--- src/hw/rtl/dfpb_pkg.sv ---
// Shared types, widths, register codes and small helpers for the depth fog blender.
// Used by depth_fog_pixel_blend; depends on nothing.

package dfpb_pkg;

    // Field widths
    localparam int DEPTH_W     = 24;
    localparam int CHAN_W      = 6;
    localparam int NUM_CHAN    = 8;
    localparam int FOG_CH_W    = 5;
    localparam int FOG_COLOR_W = 20;
    localparam int OFFSET_W    = 15;
    localparam int SHIFT_W     = 4;

    // Density table geometry
    localparam int DENS_W       = 7;
    localparam int DENS_ENTRIES = 32;
    localparam int DENS_IDX_W   = 5;
    localparam int DENS_PER_REG = 8;
    localparam int DENS_REGS    = DENS_ENTRIES / DENS_PER_REG;
    localparam int DENS_ALL_W   = DENS_W * DENS_ENTRIES;
    localparam int DENS_POS_W   = 8;
    localparam int FRAC_W       = 10;
    localparam int DEPTH_SCALE  = 9;

    // Configuration port
    localparam int CFG_IDX_W  = 3;
    localparam int CFG_DATA_W = DENS_W * DENS_PER_REG;

    // Alpha sits in lane 3 of each four-channel color
    localparam logic [1:0] ALPHA_LANE = 2'd3;

    // Pipeline depth
    localparam int NUM_STAGES = 6;

    typedef logic [CHAN_W-1:0]               t_chan;
    typedef t_chan [NUM_CHAN-1:0]            t_chan_arr;
    typedef logic [DENS_W-1:0]               t_dens;
    typedef logic [DENS_IDX_W-1:0]           t_dens_idx;
    typedef logic [FRAC_W-1:0]               t_frac;

    // Configuration register indexes
    typedef enum logic [CFG_IDX_W-1:0] {
        CFG_FOG_COLOR    = 3'd0,
        CFG_DEPTH_OFFSET = 3'd1,
        CFG_DEPTH_SHIFT  = 3'd2,
        CFG_ALPHA_ONLY   = 3'd3,
        CFG_DENS_LO      = 3'd4,
        CFG_DENS_MID     = 3'd5,
        CFG_DENS_HI      = 3'd6,
        CFG_DENS_TOP     = 3'd7
    } t_cfg_idx;

    // Pick one 7-bit density out of the packed table.
    function automatic t_dens dens_entry(logic [DENS_ALL_W-1:0] words, t_dens_idx idx);
        logic [DENS_POS_W-1:0] pos;
        pos = DENS_POS_W'(idx) * DENS_POS_W'(DENS_W);
        return words[pos +: DENS_W];
    endfunction

    // Widen a 5-bit fog channel to 6 bits by repeating its top bit.
    function automatic t_chan widen5(logic [FOG_CH_W-1:0] v);
        return {v, v[FOG_CH_W-1]};
    endfunction

endpackage

--- src/hw/rtl/depth_fog_pixel_blend.sv ---
// Depth fog blender top level: six-stage pixel pipeline and its configuration registers.
// Depends on dfpb_pkg for widths, types, register codes and helpers.

//  channel  | valid    | stall    | payload
//  ---------+----------+----------+----------------------------------------------
//  pixel in | i_valid  | o_stall  | i_fog_flag, i_depth, i_top_*, i_under_*
//  pixel out| o_valid  | i_stall  | o_out_top_*, o_out_under_*
//  config   | i_cfg_we | (none)   | i_cfg_idx, i_cfg_wdata
//
// One pixel enters per clock while o_stall is low; each result passes through six register
// stages on its way to the output: index, table lookup, interpolation products, density sum,
// blend products and output select.
// A stall on the output freezes only the stages that are full; bubbles still close up.
// Reset is synchronous and active low; it clears the stage valid bits and the
// configuration registers.

module depth_fog_pixel_blend (
    input  logic                               i_clk,
    input  logic                               i_rst_n,

    input  logic                               i_cfg_we,
    input  logic [dfpb_pkg::CFG_IDX_W-1:0]     i_cfg_idx,
    input  logic [dfpb_pkg::CFG_DATA_W-1:0]    i_cfg_wdata,

    input  logic                               i_valid,
    output logic                               o_stall,
    input  logic                               i_fog_flag,
    input  logic [dfpb_pkg::DEPTH_W-1:0]       i_depth,
    input  logic [dfpb_pkg::CHAN_W-1:0]        i_top_red,
    input  logic [dfpb_pkg::CHAN_W-1:0]        i_top_green,
    input  logic [dfpb_pkg::CHAN_W-1:0]        i_top_blue,
    input  logic [dfpb_pkg::CHAN_W-1:0]        i_top_alpha,
    input  logic [dfpb_pkg::CHAN_W-1:0]        i_under_red,
    input  logic [dfpb_pkg::CHAN_W-1:0]        i_under_green,
    input  logic [dfpb_pkg::CHAN_W-1:0]        i_under_blue,
    input  logic [dfpb_pkg::CHAN_W-1:0]        i_under_alpha,

    output logic                               o_valid,
    input  logic                               i_stall,
    output logic [dfpb_pkg::CHAN_W-1:0]        o_out_top_red,
    output logic [dfpb_pkg::CHAN_W-1:0]        o_out_top_green,
    output logic [dfpb_pkg::CHAN_W-1:0]        o_out_top_blue,
    output logic [dfpb_pkg::CHAN_W-1:0]        o_out_top_alpha,
    output logic [dfpb_pkg::CHAN_W-1:0]        o_out_under_red,
    output logic [dfpb_pkg::CHAN_W-1:0]        o_out_under_green,
    output logic [dfpb_pkg::CHAN_W-1:0]        o_out_under_blue,
    output logic [dfpb_pkg::CHAN_W-1:0]        o_out_under_alpha
);

    // Configuration registers
    logic [dfpb_pkg::FOG_COLOR_W-1:0]  r_fog_color;
    logic [dfpb_pkg::OFFSET_W-1:0]     r_depth_offset;
    logic [dfpb_pkg::SHIFT_W-1:0]      r_depth_shift;
    logic                              r_alpha_only;
    logic [dfpb_pkg::DENS_ALL_W-1:0]   r_density;

    // Stage control
    logic [dfpb_pkg::NUM_STAGES-1:0]   r_vld;
    logic [dfpb_pkg::NUM_STAGES-1:0]   stage_en;

    // Stage 1: table indexes and fraction
    logic                              r1_flag;
    dfpb_pkg::t_chan_arr               r1_chan;
    dfpb_pkg::t_dens_idx               r1_idx0;
    dfpb_pkg::t_dens_idx               r1_idx1;
    dfpb_pkg::t_frac                   r1_frac;

    // Stage 2: neighboring densities
    logic                              r2_flag;
    dfpb_pkg::t_chan_arr               r2_chan;
    dfpb_pkg::t_dens                   r2_d0;
    dfpb_pkg::t_dens                   r2_d1;
    dfpb_pkg::t_frac                   r2_frac;

    // Stage 3: interpolation products
    logic                              r3_flag;
    dfpb_pkg::t_chan_arr               r3_chan;
    logic [17:0]                       r3_p0;
    logic [17:0]                       r3_p1;

    // Stage 4: interpolated density
    logic                              r4_flag;
    dfpb_pkg::t_chan_arr               r4_chan;
    dfpb_pkg::t_dens                   r4_dens;

    // Stage 5: blend products per channel
    logic                              r5_flag;
    dfpb_pkg::t_chan_arr               r5_chan;
    logic [13:0]                       r5_pc [dfpb_pkg::NUM_CHAN];
    logic [13:0]                       r5_pf [dfpb_pkg::NUM_CHAN];

    // Stage 6: output register
    dfpb_pkg::t_chan_arr               r6_chan;

    // Combinational helpers
    dfpb_pkg::t_chan_arr               in_chan;
    logic [dfpb_pkg::OFFSET_W:0]       diff;
    logic [29:0]                       shifted;
    logic                              idx_sat;
    dfpb_pkg::t_dens_idx               idx_base;
    dfpb_pkg::t_dens_idx               n_idx0;
    dfpb_pkg::t_dens_idx               n_idx1;
    dfpb_pkg::t_frac                   n_frac;
    logic [dfpb_pkg::FRAC_W:0]         w0;
    logic [17:0]                       dens_sum;
    dfpb_pkg::t_chan                   fog_wide [4];
    logic [7:0]                        w_chan;
    dfpb_pkg::t_chan_arr               n_out;

    // Configuration writes; every index of the port names a register.
    always_ff @(posedge i_clk) begin
        if (!i_rst_n) begin
            r_fog_color    <= '0;
            r_depth_offset <= '0;
            r_depth_shift  <= '0;
            r_alpha_only   <= 1'b0;
            r_density      <= '0;
        end else if (i_cfg_we) begin
            unique case (dfpb_pkg::t_cfg_idx'(i_cfg_idx))
                dfpb_pkg::CFG_FOG_COLOR: begin
                    r_fog_color <= i_cfg_wdata[dfpb_pkg::FOG_COLOR_W-1:0];
                end
                dfpb_pkg::CFG_DEPTH_OFFSET: begin
                    r_depth_offset <= i_cfg_wdata[dfpb_pkg::OFFSET_W-1:0];
                end
                dfpb_pkg::CFG_DEPTH_SHIFT: begin
                    r_depth_shift <= i_cfg_wdata[dfpb_pkg::SHIFT_W-1:0];
                end
                dfpb_pkg::CFG_ALPHA_ONLY: begin
                    r_alpha_only <= i_cfg_wdata[0];
                end
                dfpb_pkg::CFG_DENS_LO: begin
                    r_density[0*dfpb_pkg::CFG_DATA_W +: dfpb_pkg::CFG_DATA_W] <= i_cfg_wdata;
                end
                dfpb_pkg::CFG_DENS_MID: begin
                    r_density[1*dfpb_pkg::CFG_DATA_W +: dfpb_pkg::CFG_DATA_W] <= i_cfg_wdata;
                end
                dfpb_pkg::CFG_DENS_HI: begin
                    r_density[2*dfpb_pkg::CFG_DATA_W +: dfpb_pkg::CFG_DATA_W] <= i_cfg_wdata;
                end
                dfpb_pkg::CFG_DENS_TOP: begin
                    r_density[3*dfpb_pkg::CFG_DATA_W +: dfpb_pkg::CFG_DATA_W] <= i_cfg_wdata;
                end
                default: begin
                end
            endcase
        end
    end

    // A stage may load when it is empty or when the stage after it moves on.
    always_comb begin
        stage_en[dfpb_pkg::NUM_STAGES-1] = !r_vld[dfpb_pkg::NUM_STAGES-1] || !i_stall;
        for (int s = dfpb_pkg::NUM_STAGES - 2; s >= 0; s--) begin
            stage_en[s] = !r_vld[s] || stage_en[s+1];
        end
    end

    assign o_stall = !stage_en[0];
    assign o_valid = r_vld[dfpb_pkg::NUM_STAGES-1];

    // Valid bits travel with the data.
    always_ff @(posedge i_clk) begin
        if (!i_rst_n) begin
            r_vld <= '0;
        end else begin
            if (stage_en[0]) begin
                r_vld[0] <= i_valid;
            end
            for (int s = 1; s < dfpb_pkg::NUM_STAGES; s++) begin
                if (stage_en[s]) begin
                    r_vld[s] <= r_vld[s-1];
                end
            end
        end
    end

    // Gather the input channels: top layer in lanes 0-3, second layer in lanes 4-7.
    always_comb begin
        in_chan[0] = i_top_red;
        in_chan[1] = i_top_green;
        in_chan[2] = i_top_blue;
        in_chan[3] = i_top_alpha;
        in_chan[4] = i_under_red;
        in_chan[5] = i_under_green;
        in_chan[6] = i_under_blue;
        in_chan[7] = i_under_alpha;
    end

    // Stage 1 logic: scale and correct the depth, then form both neighbor indexes.
    // A negative corrected depth selects entry 0 for both neighbors.
    always_comb begin
        diff = {1'b0, i_depth[dfpb_pkg::DEPTH_W-1:dfpb_pkg::DEPTH_SCALE]}
             - {1'b0, r_depth_offset};
        shifted  = 30'(diff[dfpb_pkg::OFFSET_W-1:0]) << r_depth_shift;
        idx_sat  = |shifted[29:15];
        idx_base = shifted[14:10];
        n_frac   = shifted[dfpb_pkg::FRAC_W-1:0];
        if (diff[dfpb_pkg::OFFSET_W]) begin
            n_idx0 = '0;
            n_idx1 = '0;
        end else if (idx_sat) begin
            n_idx0 = '1;
            n_idx1 = '1;
        end else begin
            n_idx0 = idx_base;
            n_idx1 = (&idx_base) ? idx_base : idx_base + 1'b1;
        end
    end

    // Stage 3 logic: weight of the lower neighbor.
    assign w0 = (dfpb_pkg::FRAC_W+1)'(1 << dfpb_pkg::FRAC_W) - {1'b0, r2_frac};

    // Stage 4 logic: sum of the two weighted densities, scaled back down.
    assign dens_sum = r3_p0 + r3_p1;

    // Fog color channels widened to 6 bits.
    always_comb begin
        for (int j = 0; j < 4; j++) begin
            fog_wide[j] = dfpb_pkg::widen5(r_fog_color[j*dfpb_pkg::FOG_CH_W +: dfpb_pkg::FOG_CH_W]);
        end
        w_chan = 8'(1 << dfpb_pkg::DENS_W) - {1'b0, r4_dens};
    end

    // Stage 6 logic: keep the original channel unless it is fogged.
    always_comb begin
        logic [13:0] s;
        logic        lane_alpha;
        for (int k = 0; k < dfpb_pkg::NUM_CHAN; k++) begin
            s          = r5_pc[k] + r5_pf[k];
            lane_alpha = (2'(k) == dfpb_pkg::ALPHA_LANE);
            if (r5_flag && (lane_alpha || !r_alpha_only)) begin
                n_out[k] = s[12:7];
            end else begin
                n_out[k] = r5_chan[k];
            end
        end
    end

    // Pipeline payload registers.
    always_ff @(posedge i_clk) begin
        if (stage_en[0]) begin
            r1_flag <= i_fog_flag;
            r1_chan <= in_chan;
            r1_idx0 <= n_idx0;
            r1_idx1 <= n_idx1;
            r1_frac <= n_frac;
        end
        if (stage_en[1]) begin
            r2_flag <= r1_flag;
            r2_chan <= r1_chan;
            r2_d0   <= dfpb_pkg::dens_entry(r_density, r1_idx0);
            r2_d1   <= dfpb_pkg::dens_entry(r_density, r1_idx1);
            r2_frac <= r1_frac;
        end
        if (stage_en[2]) begin
            r3_flag <= r2_flag;
            r3_chan <= r2_chan;
            r3_p0   <= 18'(r2_d0) * 18'(w0);
            r3_p1   <= 18'(r2_d1) * 18'(r2_frac);
        end
        if (stage_en[3]) begin
            r4_flag <= r3_flag;
            r4_chan <= r3_chan;
            r4_dens <= dens_sum[16:10];
        end
        if (stage_en[4]) begin
            r5_flag <= r4_flag;
            r5_chan <= r4_chan;
            for (int k = 0; k < dfpb_pkg::NUM_CHAN; k++) begin
                r5_pc[k] <= 14'(r4_chan[k]) * 14'(w_chan);
                r5_pf[k] <= 14'(fog_wide[k % 4]) * 14'(r4_dens);
            end
        end
        if (stage_en[5]) begin
            r6_chan <= n_out;
        end
    end

    // Result ports.
    assign o_out_top_red     = r6_chan[0];
    assign o_out_top_green   = r6_chan[1];
    assign o_out_top_blue    = r6_chan[2];
    assign o_out_top_alpha   = r6_chan[3];
    assign o_out_under_red   = r6_chan[4];
    assign o_out_under_green = r6_chan[5];
    assign o_out_under_blue  = r6_chan[6];
    assign o_out_under_alpha = r6_chan[7];

endmodule
--- config.mk ---
export PLATFORM = sky130hd
export DESIGN_NAME = depth_fog_pixel_blend
export DESIGN_NICKNAME = d
export VERILOG_FILES = /design/src/hw/rtl/dfpb_pkg.sv /design/src/hw/rtl/depth_fog_pixel_blend.sv
export SDC_FILE = /design/constraint.sdc
export NUM_CORES = 2
export LEC_CHECK = 0
export BUFFER_PORTS_ARGS = -buffer_cell sky130_fd_sc_hd__buf_2
export CORE_MARGIN = 2
export CORE_UTILIZATION = 35
export CTS_CLUSTER_SIZE = 12
export DETAILED_ROUTE_END_ITERATION = 8
export SYNTH_ARGS = -nofsm -noshare
export SYNTH_HDL_FRONTEND = slang
export SYNTH_SLANG_ARGS = --single-unit
--- constraint.sdc ---
create_clock -name i_clk -period 8.4 [get_ports i_clk]
set_input_delay 0.42 -clock i_clk [delete_from_list [all_inputs] [get_ports i_clk]]
set_output_delay 0.42 -clock i_clk [all_outputs]
set_load 0.01 [all_outputs]
; ---- Word-level counts from Yosys, hierarchy flattened
; Memories as Yosys holds them, arrays and structs flattened.
; Cells that the tools add are included.
[word_totals]
register_bits = 648
latch_bits = 0
mem_bits_rw = 216
rom_bits = 0
input_bits = 137
out_inout_bits = 50
wordCells = 157
n_memories = 2
[classes]
n_addsub = 13
n_mul = 16
n_div = 0
magnitude_cmp = 0
n_eq_ne = 7
shifts = 3
n_mux = 13
bitwise_logic = 0
n_reduce_logical = 27
[mem_list]
columns = memory, depth, width, rd, rd_ports_with_merged_regs, write_ports, line
row1 = r5_pc, 8, 14, 8, 0, 8, depth_fog_pixel_blend.sv:89  ; logic [13:0] r5_pc [dfpb_pkg::NUM_CHAN];
row2 = r5_pf, 8, 13, 8, 0, 8, depth_fog_pixel_blend.sv:90  ; logic [13:0] r5_pf [dfpb_pkg::NUM_CHAN];
[op_table]
columns = cell, n
row1 = $shiftx A224 B9 Y7, 2
row2 = $mul A6 B8 Y14, 8
row3 = $add A13 B13 Y13, 8
row4 = $mul A6 B7 Y13, 4
row5 = $mux W6, 8
row6 = $shl A15 B4 Y30, 1
row7 = $add A17 B17 Y17, 1
row8 = $mul A7 B10 Y17, 1
row9 = $mul A7 B11 Y17, 1
row10 = $mul A5 B3 Y8 const B, 2
row11 = $reduce_and A2 Y1, 8
row12 = $sub A15 B15 Y16, 1
row13 = $mux W5, 3
row14 = $reduce_or A15 Y1, 1
row15 = $eq A3 B3 Y1 const B, 4
row16 = $sub A11 B10 Y11 const A, 1
row17 = $logic_not A1 Y1, 9
row18 = $sub A8 B7 Y8 const A, 1
row19 = $eq A3 B2 Y1 const B, 2
row20 = $logic_or A1 B1 Y1, 6
row21 = $add A5 B1 Y5 const B, 1
row22 = $reduce_and A5 Y1, 1
row23 = $eq A3 B1 Y1 const B, 1
row24 = $logic_not A3 Y1, 1
row25 = other kinds (2), 3

; ---- Logic depth before layout (Yosys ltp)
[depth]
word_depth = 8
depth_mapped = 26
mapped_depth_nobuf = 23

; ---- Worst setup path after synthesis
; No wires, ideal clock.
[synth_path]
path_kind = register to register
start = register r2_frac[3]
end = register r3_p0[16] (data pin)
setup_ns = 0.260
t_arrival_ns = 5.498
t_required_ns = 8.140
path_slack_ns = 2.642
stages_incl_launch_ff = 20
n_path_buf = 1
synth_period_minus_slack_ns = 5.758
path_cell_list = edfxtp_1 -> clkbuf_1 -> or3_1 -> or3b_2 -> xor2_1 -> and2_1 -> fa_1 -> fa_1 -> fa_1 -> inv_1 -> fa_1 -> inv_1 -> ha_1 -> a21oi_1 -> o21bai_1 -> a211o_1 -> a2111oi_0 -> o31ai_1 -> a21oi_1 -> xnor2_1
[synth_between]
elab_chain_cells = 2
[synth_rtl]
columns = element, line
row1 = from (decl), depth_fog_pixel_blend.sv:73  ; dfpb_pkg::t_frac r2_frac;
row2 = from (signal assigned), depth_fog_pixel_blend.sv:253  ; r2_frac <= r1_frac;
row3 = $sub A11 B10 Y11, depth_fog_pixel_blend.sv:211  ; assign w0 = (dfpb_pkg::FRAC_W+1)'(1 << dfpb_pkg::FRAC_W) - {1'b0, r2_frac};
row4 = $mul A7 B11 Y17, depth_fog_pixel_blend.sv:258  ; r3_p0 <= 18'(r2_d0) * 18'(w0);
row5 = to (signal assigned), depth_fog_pixel_blend.sv:258
row6 = to (decl), depth_fog_pixel_blend.sv:78  ; logic [17:0] r3_p0;
; No other way between the ends.
; A chain may end at the register's enable or synchronous reset.

; ---- Final worst setup path
[layout_path]
start = register r2_frac[2]
end = register r3_p0[16] (data pin)
; The elaborated chain is that of the path after synthesis.

==> impl_metrics.sql <==
INSERT INTO impl_metrics (metric_group, metric, value, unit) VALUES
('run_status', 'result_of_the_run', 'completed', ''),
('placement', 'place_ws', '1.99', 'ns'),
('detailed_routing', 'detail_route.wl_per_cell', '18.3', 'µm'),
('clock_tree', 'cts_inserted_buffers', '92', ''),
('critical_path', 'cp_num_buf_inv', '2', ''),
('critical_path', 'worst_setup_path_start_kind', 'flip-flop', ''),
('detailed_routing', 'drt-pass1-iter-count', '5', ''),
('critical_path', 'critPathMaxFanout', '11', ''),
('sta', 'setup_viol', '0', ''),
('detailed_routing', 'drtIter0Drc', '2300', ''),
('cells_and_area', 'layout.cells.most_common', 'sky130_fd_sc_hd__nand2_1', ''),
('critical_path', 'path_cells', 'or3_1, or3b_2, xor2_1, and2_1, fa_1, fa_1, fa_1, inv_1, fa_1, inv_1, ha_1, a21oi_1, o21bai_1, a211o_1, a2111oi_0, o31ai_1, a21oi_1, xnor2_1', ''),
('clock_tree', 'clk-insertion-delay-late', '0.73', 'ns'),
('power', 'comb_power_share', '0.549', ''),
('power', 'finalPower', '21.7', 'mW'),
('detailed_routing', 'drc_errors', '0', ''),
('yosys', 'post_synthesis_net_count', '5960', ''),
('clock_tree', 'clock_tree_from_tritoncts', 'built', ''),
('detailed_routing', 'drt_wl_total', '134', 'mm'),
('placement', 'globalplace.congestion', '0.860', ''),
('critical_path', 'worst-setup-path-type', 'flip-flop to flip-flop', ''),
('yosys', 'avgSynthCellArea', '10.9', 'µm²'),
('clock_tree', 'cts_setup_buffers', '0', ''),
('clock_tree', 'clk_root_buffer_cell', 'sky130_fd_sc_hd__clkbuf_16', ''),
('placement', 'placed_cell_area', '58000', 'µm²'),
('cells_and_area', 'layout_common_cells', '758 x sky130_fd_sc_hd__nand2_1, 534 x sky130_fd_sc_hd__edfxtp_1, 515 x sky130_fd_sc_hd__and2_1', ''),
('sta', 'max_slew.worst_pin.slew', '1.20', 'ns'),
('grt', 'grt-ovfl-total', '0', ''),
('power', 'vdd.ir_drop.worst', '0.276', 'mV'),
('clock_tree', 'clkTransAtPathRegs', '0.06', 'ns'),
('yosys', 'synth_async_sr_flop_share', '0', ''),
('sta', 'finalHoldViolCount', '0', ''),
('yosys', 'synthesis.yosys.warnings', '0', ''),
('sta', 'slew_headroom', '0.202', ''),
('yosys', 'ys_seq_elements', '804', ''),
('sta', 'timing.final.max_slew_violations', '0', ''),
('critical_path', 'crit_arrival', '6.92', 'ns'),
('critical_path', 'crit_path_top_delay_cell', 'sky130_fd_sc_hd__a2111oi_0', ''),
('sta', 'timing.final.crit_period', '6.43', 'ns'),
('die', 'die_ar', '160000', 'µm²'),
('sta', 'layout_worst_path_cycle_share', '0.766', ''),
('yosys', 'synth.cell_area', '55000', 'µm²'),
('critical_path', 'critical-path-top-cell-by-count', 'sky130_fd_sc_hd__fa_1', ''),
('power', 'cellInternalPower', '13.1', 'mW'),
('clock_tree', 'cts_num_sinks', '804', ''),
('placement', 'port-buffer-count', '177', ''),
('clock_tree', 'cts.htree.levels', '3', ''),
('cells_and_area', 'drive_above_1_share', '0.107', ''),
('die', 'std_cell_rows', '145', ''),
('cells_and_area', 'final_area', '61800', 'µm²'),
('power', 'power.sequential.fraction', '0.266', ''),
('power', 'p_clk_frac', '0.185', ''),
('die', 'core_box_area', '156000', 'µm²'),
('power', 'switching_share', '0.395', ''),
('detailed_routing', 'viasPerCell', '4.95', ''),
('yosys', 'synth_cells', '5022', ''),
('detailed_routing', 'route.vias.total', '36226', ''),
('critical_path', 'max_stage_delay', '0.66', 'ns'),
('yosys', 'edff_count_synth', '534', ''),
('sta', 'maxClockFrequency', '155', 'MHz'),
('grt', 'grt_use_total', '0.167', ''),
('grt', 'vias_in_the_first_global_route', '36728', ''),
('power', 'p_sw', '8.56', 'mW'),
('critical_path', 'required', '8.88', 'ns'),
('yosys', 'dominantRegCellSynth', 'sky130_fd_sc_hd__edfxtp_1', ''),
('grt', 'number_of_antenna_violations_at_the_first_check_in_global_routing', '15', ''),
('sta', 'fin_ws', '1.97', 'ns'),
('die', 'top_level_ports', '187', ''),
('sta', 'rsz0062_at_grt', 'false', ''),
('hold_path', 'worst_hold_path_type', 'input pin to flip-flop', ''),
('die', 'die_x', '400', 'µm');
## per-layer routing
layer | global-route usage | wire [µm] | vias to the layer above
li1 | - | - | 17267
met1 | 0.230 | 61900 | 17942
met2 | 0.274 | 62000 | 825
met3 | 0.0223 | 6170 | 188
met4 | 0.0525 | 3970 | 4
met5 | 0 | 25 | -
## through the flow
| stage | util | hold WS, ns |
|---|---|---|
| 2_1_floorplan | - | 0.400 |
| 3_3_place_gp | 0.372 | 0.402 |
| 3_5_place_dp | 0.372 | 0.405 |
| 4_1_cts | 0.396 | 0.00164 |
| 5_1_grt | 0.396 | 0.0396 |
| 6_report | 0.396 | 0.0453 |
## cells in the mapped netlist, drive strengths merged (15+ instances only)
cell | instances | share of area
nor2 | 108 | 0.0074
nor3 | 46 | 0.0042
a21boi | 263 | 0.036
xnor2 | 175 | 0.028
nand2 | 761 | 0.052
fa | 359 | 0.13
xor2 | 50 | 0.0080
edfxtp | 534 | 0.29
dfxtp | 270 | 0.098
clkbuf | 191 | 0.013
inv | 517 | 0.035
o21bai | 64 | 0.0087
mux2 | 31 | 0.0064
nand2b | 23 | 0.0026
ha | 442 | 0.10
mux4 | 140 | 0.057
a21o | 41 | 0.0056
nand3 | 15 | 0.0014
o21a | 29 | 0.0040
a31oi | 17 | 0.0019
mux2i | 16 | 0.0029
a21oi | 158 | 0.014
nor2b | 23 | 0.0027
o21ai | 77 | 0.0070
buf | 37 | 0.0029
and2 | 516 | 0.059
## flip-flops by register name (all words and copies together) (netlist names), 7 cells and up
name            cells
r4_dens             7
r2_d0               7
r2_chan            48
r_fog_color        20
r_depth_offset     15
r5_pf              52
r2_d1               7
r5_pc             104
r_density         224
r2_frac            10
r5_chan            48
r1_frac            10
r3_p1              17
r3_chan            48
r1_chan            48
r3_p0              17
r4_chan            48
## cell type report
class                      count  area (µm²)
fill                       15008       94200
multi-input combinational   3471       30800
sequential                   804       21400
tap                         2058        2570
clock buffer                 121        2540
timing repair buffer         294        1970
inverter                     519        1960
clock inverter                45         462
antenna                        5        12.5
## cells by family after synthesis
| family | Yosys count | share of synthesized area |
|---|---|---|
| adders and majority gates | 801 | 0.231 |
| and+or+nand+nor | 1531 | 0.134 |
| AOI/OAI and AO/OA | 727 | 0.0904 |
| DFF | 804 | 0.390 |
| xor gates and xnor gates | 225 | 0.0360 |
| buffers and inverters | 747 | 0.0514 |
| muxes | 187 | 0.0666 |
## worst register-to-register path, stage by stage, from the launching register on
cell and delay (ns):
sky130_fd_sc_hd__edfxtp_1 0.55, sky130_fd_sc_hd__or3_1 0.44, sky130_fd_sc_hd__or3b_2 0.53, sky130_fd_sc_hd__xor2_1 0.46
sky130_fd_sc_hd__and2_1 0.23, sky130_fd_sc_hd__fa_1 0.42, sky130_fd_sc_hd__fa_1 0.50, sky130_fd_sc_hd__fa_1 0.49
sky130_fd_sc_hd__inv_1 0.05, sky130_fd_sc_hd__fa_1 0.47, sky130_fd_sc_hd__inv_1 0.04, sky130_fd_sc_hd__ha_1 0.31
sky130_fd_sc_hd__a21oi_1 0.22, sky130_fd_sc_hd__o21bai_1 0.12, sky130_fd_sc_hd__a211o_1 0.32, sky130_fd_sc_hd__a2111oi_0 0.66
sky130_fd_sc_hd__o31ai_1 0.15, sky130_fd_sc_hd__a21oi_1 0.20, sky130_fd_sc_hd__xnor2_1 0.07
## power by group through the flow
stage,clock (mW),sequential (mW),combinational [mW]
final,4.01,5.78,11.9
after floorplan,0,5.69,9.52
after CTS,4.12,5.79,12.2
after global routing,4.27,5.83,13.8
after global placement,0,5.86,11.8
after detailed placement,0,5.86,12.0
## worst paths after layout
kind,from,to,slack (ns),cells after the start
worst max-delay path,r2_frac[2],r3_p0[16],1.97,18
worst min-delay path,i_cfg_wdata[39],r_density[151],0.05,3
worst max register to register,r2_frac[2],r3_p0[16],1.97,18
worst min register to register,r2_chan[24],r3_chan[24],0.40,0
## timing repair
| action | 4_1_cts | 5_1_grt |
|---|---|---|
| endpoints found under the hold margin | 147 | 0 |
| resized for setup | 0 | 0 |
| hold buffers | 80 | 0 |
(Power assumes the default switching activity.)
